==> config.mk <==
export PLATFORM = sky130hd
export DESIGN_NAME = timing_wheel_slot_lists
export DESIGN_NICKNAME = d
export VERILOG_FILES = /design/src/design/tw_pkg.sv /design/src/design/timing_wheel_slot_lists.sv
export SDC_FILE = /design/constraint.sdc
export NUM_CORES = 2
export LEC_CHECK = 0
export BUFFER_PORTS_ARGS = -buffer_cell sky130_fd_sc_hd__buf_4
export CORE_MARGIN = 2
export CORE_UTILIZATION = 45
export DETAILED_ROUTE_END_ITERATION = 10
export PLACE_DENSITY = 0.58
export SYNTH_ARGS = -nofsm -noshare
export SYNTH_HDL_FRONTEND = slang
export SYNTH_SLANG_ARGS = --single-unit
==> constraint.sdc <==
create_clock -name clk -period 9.4 [get_ports clk]
set_input_delay 0 -clock clk [delete_from_list [all_inputs] [get_ports clk]]
set_output_delay 0 -clock clk [all_outputs]
set_load 0.03 [all_outputs]
==> src/design/tw_pkg.sv <==
// ----------------------------------------------------------------------------
// Timing wheel package
// Shared item types and codes for the timing wheel slot lists block.
// ----------------------------------------------------------------------------
package tw_pkg;

  localparam logic [1:0] MODE_INSERT  = 2'd0;
  localparam logic [1:0] MODE_REMOVE  = 2'd1;
  localparam logic [1:0] MODE_ADVANCE = 2'd2;
  localparam logic [1:0] MODE_IGNORED = 2'd3;

  localparam logic [1:0] ST_OK    = 2'd0;
  localparam logic [1:0] ST_DUP   = 2'd1;
  localparam logic [1:0] ST_STRAY = 2'd2;
  localparam logic [1:0] ST_EMPTY = 2'd3;

  localparam logic [0:0] REG_SLOTS = 1'b0;
  localparam logic [0:0] REG_MODE  = 1'b1;

  typedef struct packed {
    logic [1:0] mode;
    logic [5:0] node_id;
    logic [6:0] advance_slots;
  } in_item_t;

  typedef struct packed {
    logic [1:0] status;
    logic [5:0] visited_node;
    logic [5:0] slot_index;
    logic       last;
  } out_item_t;

endpackage

==> src/design/timing_wheel_slot_lists.sv <==
// ----------------------------------------------------------------------------
// Timing wheel slot lists
// A wheel of slots, each a doubly linked list of pool nodes, with insert,
// remove and advance.
// ----------------------------------------------------------------------------
// Input items arrive on in_valid/in_ready with a packed in_item_t; result
// items leave on out_valid/out_ready as out_item_t, the last one of an input
// item flagged by last. Configuration is a plain write port (cfg_we, cfg_addr,
// cfg_data); the user must write it only while the block is idle, and the block does not enforce it.
// One item is worked at a time, and in_ready is high only while idle. An
// insert, a remove or a double insert passes from S_RD through S_INS or
// S_REM to S_OUT, where its result is loaded into the output register. A stray
// remove or a node outside the pool goes from S_RD straight to S_OUT, and an
// unknown mode returns to idle with no result. An advance reads the head of
// each slot it passes and then the node memory for each node it visits, both
// memories being read through a register.
// A result waits in the output register while the receiver stalls, and the
// walk and the final result wait until it is taken.
// Reset clears the cursors, the mode bit and the node and slot valid bits; the
// slot heads carry one valid bit per slot in flip-flops, so no clearing pass is
// needed and the block accepts items from the first cycle after reset.
// ----------------------------------------------------------------------------
module timing_wheel_slot_lists
  import tw_pkg::*;
#(
  parameter int NUM_SLOTS  = 64,
  parameter int NODE_COUNT = 64
) (
  input  logic      clk,
  input  logic      rst,
  input  logic      in_valid,
  output logic      in_ready,
  input  in_item_t  in_data,
  output logic      out_valid,
  input  logic      out_ready,
  output out_item_t out_data,
  input  logic      cfg_we,
  input  logic      cfg_addr,
  input  logic [6:0] cfg_data
);

  localparam int CAP = (NUM_SLOTS < 64) ? NUM_SLOTS : 64;
  localparam logic [6:0] CAP7 = 7'(CAP);
  localparam logic [6:0] NIL = 7'd64;
  localparam logic [6:0] NODES7 = 7'(NODE_COUNT);

  typedef enum logic [3:0] {
    S_IDLE, S_RD, S_INS, S_REM, S_ADV_SLOT, S_ADV_HEAD, S_ADV_NODE,
    S_ADV_NEXT, S_OUT
  } state_t;

  state_t state;
  in_item_t item;
  logic [6:0] slots_in_use;
  logic       round_robin;
  logic [5:0] wheel_cursor, insert_cursor;

  logic [6:0] slot_head [64];
  logic [63:0] slot_vld;
  logic [6:0] nnext [64];
  logic [6:0] nprev [64];
  logic [5:0] nhome [64];
  logic [63:0] linked;

  logic [6:0] rd_next, rd_prev;
  logic [5:0] rd_home;
  logic [5:0] rd_addr;
  logic [6:0] head_q;
  logic       head_vld_q;
  logic [5:0] head_addr;
  logic [6:0] head_rd;

  logic [6:0] n_slots, adv_left, cur, count;
  logic [5:0] idx, walk_slot, cur_wc, wc_step, ins_slot;
  logic       found;
  out_item_t  res, pend, load_data;
  logic       can_load, load;

  always_comb begin
    n_slots = slots_in_use;
    if (n_slots == 7'd0) n_slots = 7'd1;
    if (n_slots > CAP7) n_slots = CAP7;
  end

  assign cur_wc = ({1'b0, wheel_cursor} >= n_slots) ? 6'd0 : wheel_cursor;
  assign wc_step = ({1'b0, cur_wc} + 7'd1 >= n_slots) ? 6'd0 : cur_wc + 6'd1;
  assign ins_slot = !round_robin ? cur_wc
                  : ({1'b0, insert_cursor} + 7'd1 >= n_slots) ? 6'd0
                  : insert_cursor + 6'd1;

  assign in_ready = (state == S_IDLE);
  assign can_load = !out_valid || out_ready;
  assign head_addr = (state == S_ADV_SLOT) ? cur_wc : ins_slot;
  assign rd_addr = (state == S_ADV_NODE) ? cur[5:0] : item.node_id;
  assign head_rd = head_vld_q ? head_q : NIL;

  always_ff @(posedge clk) begin
    rd_next <= nnext[rd_addr];
    rd_prev <= nprev[rd_addr];
    rd_home <= nhome[rd_addr];
    head_q <= slot_head[head_addr];
    head_vld_q <= slot_vld[head_addr];
  end

  always_comb begin
    load = 1'b0;
    load_data = res;
    if (state == S_OUT) begin
      load = can_load;
    end else if (state == S_ADV_NODE) begin
      load = found && can_load;
      load_data = pend;
    end
  end

  always_ff @(posedge clk) begin
    if (rst) begin
      state <= S_IDLE;
      slots_in_use <= 7'd64;
      round_robin <= 1'b0;
      wheel_cursor <= '0;
      insert_cursor <= '0;
      slot_vld <= '0;
      linked <= '0;
      out_valid <= 1'b0;
    end else begin
      if (cfg_we) begin
        unique case (cfg_addr)
          REG_SLOTS: slots_in_use <= cfg_data;
          REG_MODE:  round_robin <= cfg_data[0];
          default: ;
        endcase
      end
      if (load) begin
        out_valid <= 1'b1;
        out_data <= load_data;
      end else if (out_ready) begin
        out_valid <= 1'b0;
      end
      unique case (state)
        S_IDLE: begin
          if (in_valid) begin
            item <= in_data;
            state <= S_RD;
          end
        end
        S_RD: begin
          res <= '{status: ST_STRAY, visited_node: item.node_id, slot_index: 6'd0,
                   last: 1'b1};
          case (item.mode)
            MODE_INSERT: begin
              if ({1'b0, item.node_id} >= NODES7) state <= S_OUT;
              else if (linked[item.node_id]) state <= S_REM;
              else begin
                idx <= ins_slot;
                if (round_robin) insert_cursor <= ins_slot;
                else wheel_cursor <= cur_wc;
                nprev[item.node_id] <= NIL;
                state <= S_INS;
              end
            end
            MODE_REMOVE: begin
              if ({1'b0, item.node_id} >= NODES7 || !linked[item.node_id])
                state <= S_OUT;
              else state <= S_REM;
            end
            MODE_ADVANCE: begin
              adv_left <= (item.advance_slots > n_slots) ? n_slots
                          : item.advance_slots;
              count <= '0;
              found <= 1'b0;
              state <= S_ADV_SLOT;
            end
            default: state <= S_IDLE;
          endcase
        end
        S_INS: begin
          if (head_rd != NIL) nprev[head_rd[5:0]] <= {1'b0, item.node_id};
          nnext[item.node_id] <= head_rd;
          nhome[item.node_id] <= idx;
          linked[item.node_id] <= 1'b1;
          slot_head[idx] <= {1'b0, item.node_id};
          slot_vld[idx] <= 1'b1;
          res.status <= ST_OK;
          res.slot_index <= idx;
          state <= S_OUT;
        end
        S_REM: begin
          res.slot_index <= rd_home;
          if (item.mode == MODE_INSERT) res.status <= ST_DUP;
          else begin
            res.status <= ST_OK;
            if (rd_next != NIL) nprev[rd_next[5:0]] <= rd_prev;
            if (rd_prev != NIL) nnext[rd_prev[5:0]] <= rd_next;
            else slot_head[rd_home] <= rd_next;
            linked[item.node_id] <= 1'b0;
          end
          state <= S_OUT;
        end
        S_ADV_SLOT: begin
          if (adv_left == 7'd0) begin
            if (found) begin
              res <= '{status: pend.status, visited_node: pend.visited_node,
                       slot_index: pend.slot_index, last: 1'b1};
            end else begin
              res <= '{status: ST_EMPTY, visited_node: 6'd0, slot_index: 6'd0,
                       last: 1'b1};
            end
            state <= S_OUT;
          end else begin
            walk_slot <= cur_wc;
            wheel_cursor <= wc_step;
            adv_left <= adv_left - 7'd1;
            state <= S_ADV_HEAD;
          end
        end
        S_ADV_HEAD: begin
          cur <= head_rd;
          state <= (head_rd != NIL && count < 7'd64) ? S_ADV_NODE : S_ADV_SLOT;
        end
        S_ADV_NODE: begin
          if (!found || can_load) begin
            pend <= '{status: ST_OK, visited_node: cur[5:0], slot_index: walk_slot,
                      last: 1'b0};
            found <= 1'b1;
            count <= count + 7'd1;
            state <= S_ADV_NEXT;
          end
        end
        S_ADV_NEXT: begin
          cur <= rd_next;
          state <= (rd_next != NIL && count < 7'd64) ? S_ADV_NODE : S_ADV_SLOT;
        end
        S_OUT: begin
          if (can_load) state <= S_IDLE;
        end
        default: state <= S_IDLE;
      endcase
    end
  end

  assert property (@(posedge clk) disable iff (rst)
    (in_valid && in_ready) |=> !out_valid || $past(out_valid))
    else $error("result raised on accept");
  assert property (@(posedge clk) disable iff (rst)
    (out_valid && !out_ready) |=> out_valid && $stable(out_data))
    else $error("stalled result changed");
  assert property (@(posedge clk) disable iff (rst)
    (out_valid && out_data.status == ST_EMPTY) |-> out_data.last)
    else $error("empty advance result without last");
  assert property (@(posedge clk) disable iff (rst)
    (state == S_IDLE && out_valid) |-> out_data.last)
    else $error("item finished without last result");

endmodule

# After elaboration in Yosys (flattened, before gate mapping)
# Memories as Yosys holds them, arrays and structs flattened. A register that Yosys moved wholly into a read port is not among the register bits.
# Cells that the tools add are included.
# classes
addsub	6
magnitude_cmp	11
eq_ne	23
mux	97
bitwise_logic	8
reduce_logical	40
# ops
cell	n
$or 64x64->64	2
$pmux 64 s2	1
$mux 6	14
$mux 7	12
$and 64x64->64	1
$mux 64	1
$not 64->64	1
$mux 15	4
$mux 1	43
$pmux 6 s2	3
$pmux 4 s8	1
$pmux 7 s2	2
$reduce_or 7->1	4
$pmux 6 s4	1
$lt 6x7->1 const B	3
$ne 7x7->1 const B	3
$mux 4	5
$reduce_and 3->1	6
$eq 4x3->1 const B	4
$reduce_and 4->1	4
$add 6x1->7 const B	2
$ge 7x7->1	2
$logic_not 7->1	2
$ne 2x2->1 const B	7
other kinds (31)	57
# word_totals
register_bits	244
ram_bits	1728
in_bits	28
output_inout_bits	17
wordCells	217
mem_count	4
# memory_table
name	depth	word_bits	read_ports	rd_clocked_by_memory_dff	wr	line_no	text
nnext	64	7	1	1	1	timing_wheel_slot_lists.sv:60	logic [6:0] nnext [64];
nprev	64	7	1	1	1	timing_wheel_slot_lists.sv:61	logic [6:0] nprev [64];
slot_head	64	7	1	1	1	timing_wheel_slot_lists.sv:58	logic [6:0] slot_head [64];
nhome	64	6	1	1	1	timing_wheel_slot_lists.sv:62	logic [5:0] nhome [64];

# Depth between registers and ports, before layout
# depth
word_depth	11
mapped_depth	20

# Worst setup path after synthesis
# OpenSTA, ideal clock, no wires.
# synth_path
path_type	register to register
start	reg state[1]
end	mem nnext[0][0], data pin
setup_ps	702
arrival_time_ps	4487
required_time_ps	8698
slack_ps	4211
stages_incl_launch_ff	12
path_buffers	5
synth_period_minus_slack_ps	5189
cell_sequence	dfxtp_1 -> buf_2 -> nor2b_1 -> and2_1 -> clkbuf_1 -> nand2_1 -> clkbuf_1 -> nor2_1 -> and2_1 -> clkbuf_1 -> clkbuf_1 -> o21ai_0
# synth_via
elab_chain_len	6
# synth_rtl
element	line_no	text
start, declared	timing_wheel_slot_lists.sv:52	state_t state;
start signal, assigned	timing_wheel_slot_lists.sv:219	state <= (head_rd != NIL && count < 7'd64) ? S_ADV_NODE : S_ADV_SLOT;
start signal, assigned	timing_wheel_slot_lists.sv:232	state <= (rd_next != NIL && count < 7'd64) ? S_ADV_NODE : S_ADV_SLOT;
$eq 4x2->1	timing_wheel_slot_lists.sv:140	unique case (state)
$mux 1	timing_wheel_slot_lists.sv:140	
$mux 1	timing_wheel_slot_lists.sv:117	if (rst) begin
$mux 1 (implied by the code)	timing_wheel_slot_lists.sv:194	if (rd_prev != NIL) nnext[rd_prev[5:0]] <= rd_next;
$reduce_or 7->1 (no line)	-	
$mux 7 (no line)	-	
end, declared	timing_wheel_slot_lists.sv:60	
# Every way passes these cells.

# Worst setup path after layout
# layout_path
start	reg insert_cursor[0]
end	reg head_q[3] (read register of slot_head)
# layout_via
elab_chain_len	5
elab_cells_between_ends	6
classes_between	2 x add/sub; 1 x order compare; 3 x mux
# layout_rtl
element	line_no	text
start, declared	timing_wheel_slot_lists.sv:56	logic [5:0] wheel_cursor, insert_cursor;
start signal, assigned	timing_wheel_slot_lists.sv:156	if (round_robin) insert_cursor <= ins_slot;
$add 6x1->7	timing_wheel_slot_lists.sv:88	: ({1'b0, insert_cursor} + 7'd1 >= n_slots) ? 6'd0
$ge 7x7->1	timing_wheel_slot_lists.sv:88	
$mux 6 *	timing_wheel_slot_lists.sv:88	
$mux 6 *	timing_wheel_slot_lists.sv:87	assign ins_slot = !round_robin ? cur_wc
$mux 6 *	timing_wheel_slot_lists.sv:93	assign head_addr = (state == S_ADV_SLOT) ? cur_wc : ins_slot;
end, declared	timing_wheel_slot_lists.sv:68	logic [6:0] head_q;
# Every way passes the cells marked *; elsewhere a longest branch is shown, timed or not.
# A chain may end at the register's enable or synchronous reset.

==> results.json <==
{
  "cap_violations": 0,
  "syn_inst": 4946,
  "grtUsageTotal_pct": 22.0,
  "grt_setup_unrepaired": "no",
  "final_area_um2": 90600,
  "critical_path_required_ps": 10130,
  "setup_tns_ps": 0,
  "layout-drive-gt1-share_pct": 15.9,
  "firstDrtPassIters": 8,
  "fin_crit_ps": 5870,
  "timing.hold.worst_path_depth": 5,
  "fmax_mhz": 170,
  "drc": 0,
  "syn2layout_area_growth_pct": 13.1,
  "rows": 154,
  "total_switching_power_mw": 3.92,
  "ys_types": 70,
  "timing.critical_path.depth": 17,
  "number_of_cts_inserted_buffers": 204,
  "clock_insertion_delay_worst_skew_ps": 840,
  "postCtsSetupRepairBufs": 0,
  "finClkSkew_ps": 49.1,
  "detailed_place_hpwl_um": 118000,
  "nNetsFinal": 5118,
  "cellInternalPower_mw": 14.4,
  "synth-edff-count": 1817,
  "rr_endpoint": "head_q[3]",
  "detail_route.vias_per_cell": 5.92,
  "dieWidth_um": 426,
  "power_switching_share_pct": 21.4,
  "mappedNetlistNets": 5006,
  "standard_cell_core_area_um2": 176000,
  "maxSlewViolCount": 0,
  "finalWirelength_um": 201000,
  "io_pins": 45,
  "p_total_mw": 18.4,
  "dpl-instance-area_um2": 83400,
  "holdBufCountCts": 60,
  "peak_fanout_along_the_critical_path": 54,
  "regToRegSetupSlack_ps": 3530,
  "cp_cell_sequence": "and3_1 -> nand3_1 -> xor2_1 -> inv_1 -> ha_1 -> a21o_1 -> a2111oi_0 -> o21ai_0 -> buf_4 -> o22ai_4 -> buf_4 -> buf_4 -> mux2i_1 -> mux2i_1 -> o22ai_1 -> or4_1 -> o31ai_1",
  "cts_root_buffer": "clkbuf_16",
  "synthArstFlopShare_pct": 0,
  "synth_warnings": 0,
  "seq_power_share_pct": 52.6,
  "maximum_number_of_pins_on_one_net_before_global_route_repair": 131,
  "hold_viol_final": 0,
  "hold_path_startpoint": "out_ready",
  "area_enclosed_by_the_die_boundary_um2": 181000,
  "path_delay_family": "buffers and inverters",
  "power.combinational.fraction_pct": 3.7,
  "ys_seq_elements": 1998,
  "globalRoute.totalOverflow": 0,
  "crit_path_start_kind": "flop",
  "tightest_slew_ps": 1350,
  "critical_path.reg2reg.startpoint": "insert_cursor[0]",
  "cts.reportedPaths.clkPinSlew_ps": 60,
  "grt_pass1_vias": 44300,
  "synthFlopType": "edfxtp_1",
  "cellLeakagePower_nw": 29.8,
  "synthesis.area_um2": 80100,
  "post_cts.resized_instances": 0,
  "postSynthAreaPerCell_um2": 16.2,
  "number_of_antenna_violations_at_the_first_check_in_global_routing": 1,
  "routed_wire_length_per_instance_um": 26.5,
  "gp_congestion": 0.842,
  "cp_data_arrival_time_ps": 6610,
  "setup.worst_path.end_class": "flop",
  "floorplan.initialDensity_pct": 45.4,
  "path_common_cell": "buf_4",
  "pwr-share-clk_pct": 43.7,
  "crit_path_top_delay_cell": "buf_4",
  "report.final.setup_viol": 0,
  "detail-route-antenna-nets": 0,
  "timing.final.crit_share_pct": 62.5,
  "cts.sinks": 1998,
  "outcome": "completed",
  "hold_class": "in2reg",
  "ir_worst_vdd_uv": 163,
  "clock_tree.buffer_depth": 3,
  "clock_tree_from_tritoncts": "built",
  "violation_count_after_the_first_detailed_route_iteration": 4401,
  "cp_num_buf_inv": 4,
  "dp_worst_setup_slack_ps": 3690,
  "die_height_um": 426,
  "yosysSeqAreaShare_pct": 72.6,
  "min_setup_slack_post_route_ps": 3530,
  "grt_pass1_wl_um": 298000,
  "power_per_cell_area_nw_per_um2": 203,
  "min_to": "out_valid",
  "timing.setup.critical_path_class": "reg2reg",
  "worstRegToRegCells": 17,
  "cts_htree_levels": 4,
  "max_slew_headroom_pct": 9.94,
  "max_stage_delay_ps": 690,
  "detailroute.via_count": 44900,
  "place.port_buffers": 44
}
## cells in the final DEF (no fill, tap or decap), drive strengths merged, types with 45 or more instances in the layout
cell and n:
nand3 64, o21ai 61, a21oi 298, mux4 324
a211oi 168, mux2i 189, dfxtp 181, clkinv 99
and2 93, dlygate4sd3 60, nand2 494, clkbuf 256
edfxtp 1817, inv 45, a31oi 49, buf 142
nor2 424, o221ai 62
## layer usage
metal,global-route usage (%),vias up,share of wire (%)
met5,0,-,0
li1,-,19800,-
met4,6.25,0,2.5
met2,34.7,1605,48
met3,4.05,309,6.8
met1,31.5,23200,43
## Yosys cell counts, types with 62 or more instances
| cell type | count | area [um^2] |
|---|---|---|
| nand2_1 | 494 | 1850 |
| mux2i_1 | 189 | 1890 |
| dfxtp_1 | 181 | 3620 |
| buf_2 | 65 | 325 |
| edfxtp_1 | 1817 | 54600 |
| o221ai_1 | 62 | 543 |
| a211oi_1 | 168 | 1260 |
| nand3_1 | 64 | 320 |
| mux4_2 | 324 | 7300 |
| nor2_1 | 424 | 1590 |
| clkbuf_1 | 215 | 807 |
| and2_1 | 91 | 569 |
| a21oi_1 | 298 | 1490 |
## through the flow
stage / cells / util [%] / hold slack [ps]
floorplan: 4946 / - / 98.9
global placement: 7132 / 47.2 / 180
detailed placement: 7132 / 47.2 / 179
CTS: 7576 / 51.3 / 48.9
global route: 7576 / 51.3 / 117
finish: 7577 / 51.3 / 112
## state kept, by name, summed over array words and instances (netlist names), 7 cells and up, named ones only
name / cells
pend: 12
count: 7
slot_vld: 64
nnext: 448
nhome: 384
head_q: 7
rd_next: 7
adv_left: 7
rd_prev: 7
res: 14
item: 15
slots_in_use: 7
out_data: 15
nprev: 448
slot_head: 448
## logic make-up (layout without fill, tap and decap cells)
logic type      after synthesis  after routing  share of synthesized area (%)
xor+xnor                     16             16                          0.175
flops                      1998           1998                           72.6
other cells                   0              1                              0
simple gates               1196           1196                           6.41
mux                         533            533                           11.7
fa+ha+maj                    32             32                          0.500
compound gates              836            836                           6.89
buf+inv                     335            625                           1.68
## power by group through the flow
stage               registers (mW)  logic (mW)  clock network (mW)
floorplan                     9.82       0.434                   0
finish                        9.66       0.680                8.01
detailed placement            9.85       0.661                   0
global placement              9.85       0.660                   0
CTS                           9.66       0.683                8.14
global route                  9.66       0.729                8.50
## how the worst max path moves through the flow
stage / from / endpoint / slack, ps
global route: insert_cursor[0] / head_q[4] / 3290
global placement: insert_cursor[0] / head_q[4] / 3610
detailed placement: insert_cursor[0] / head_q[3] / 3690
CTS: insert_cursor[0] / head_q[3] / 3600
floorplan: state[1] / nnext[0][0] / 4210
finish: insert_cursor[0] / head_q[3] / 3530
## final cells by class
type | instances | area [um^2]
antenna | 1 | 2.50
clock buffer | 256 | 5380
clock inverter | 128 | 1260
fill | 14500 | 85900
inverter | 39 | 146
multi-input combinational | 2613 | 21000
sequential | 1998 | 58200
tap | 2340 | 2930
timing repair buffer | 202 | 1770
## worst register-to-register path, cell delays in order, from the launching register on
cell       delay, ps
dfxtp_1          480
and3_1           210
nand3_1           90
xor2_1           480
inv_1            110
ha_1             350
a21o_1           170
a2111oi_0        570
o21ai_0          190
buf_4            220
o22ai_4          160
buf_4            580
buf_4            700
mux2i_1          230
mux2i_1          410
o22ai_1          140
or4_1            580
o31ai_1          110
Power figures use the tool's default switching activity.
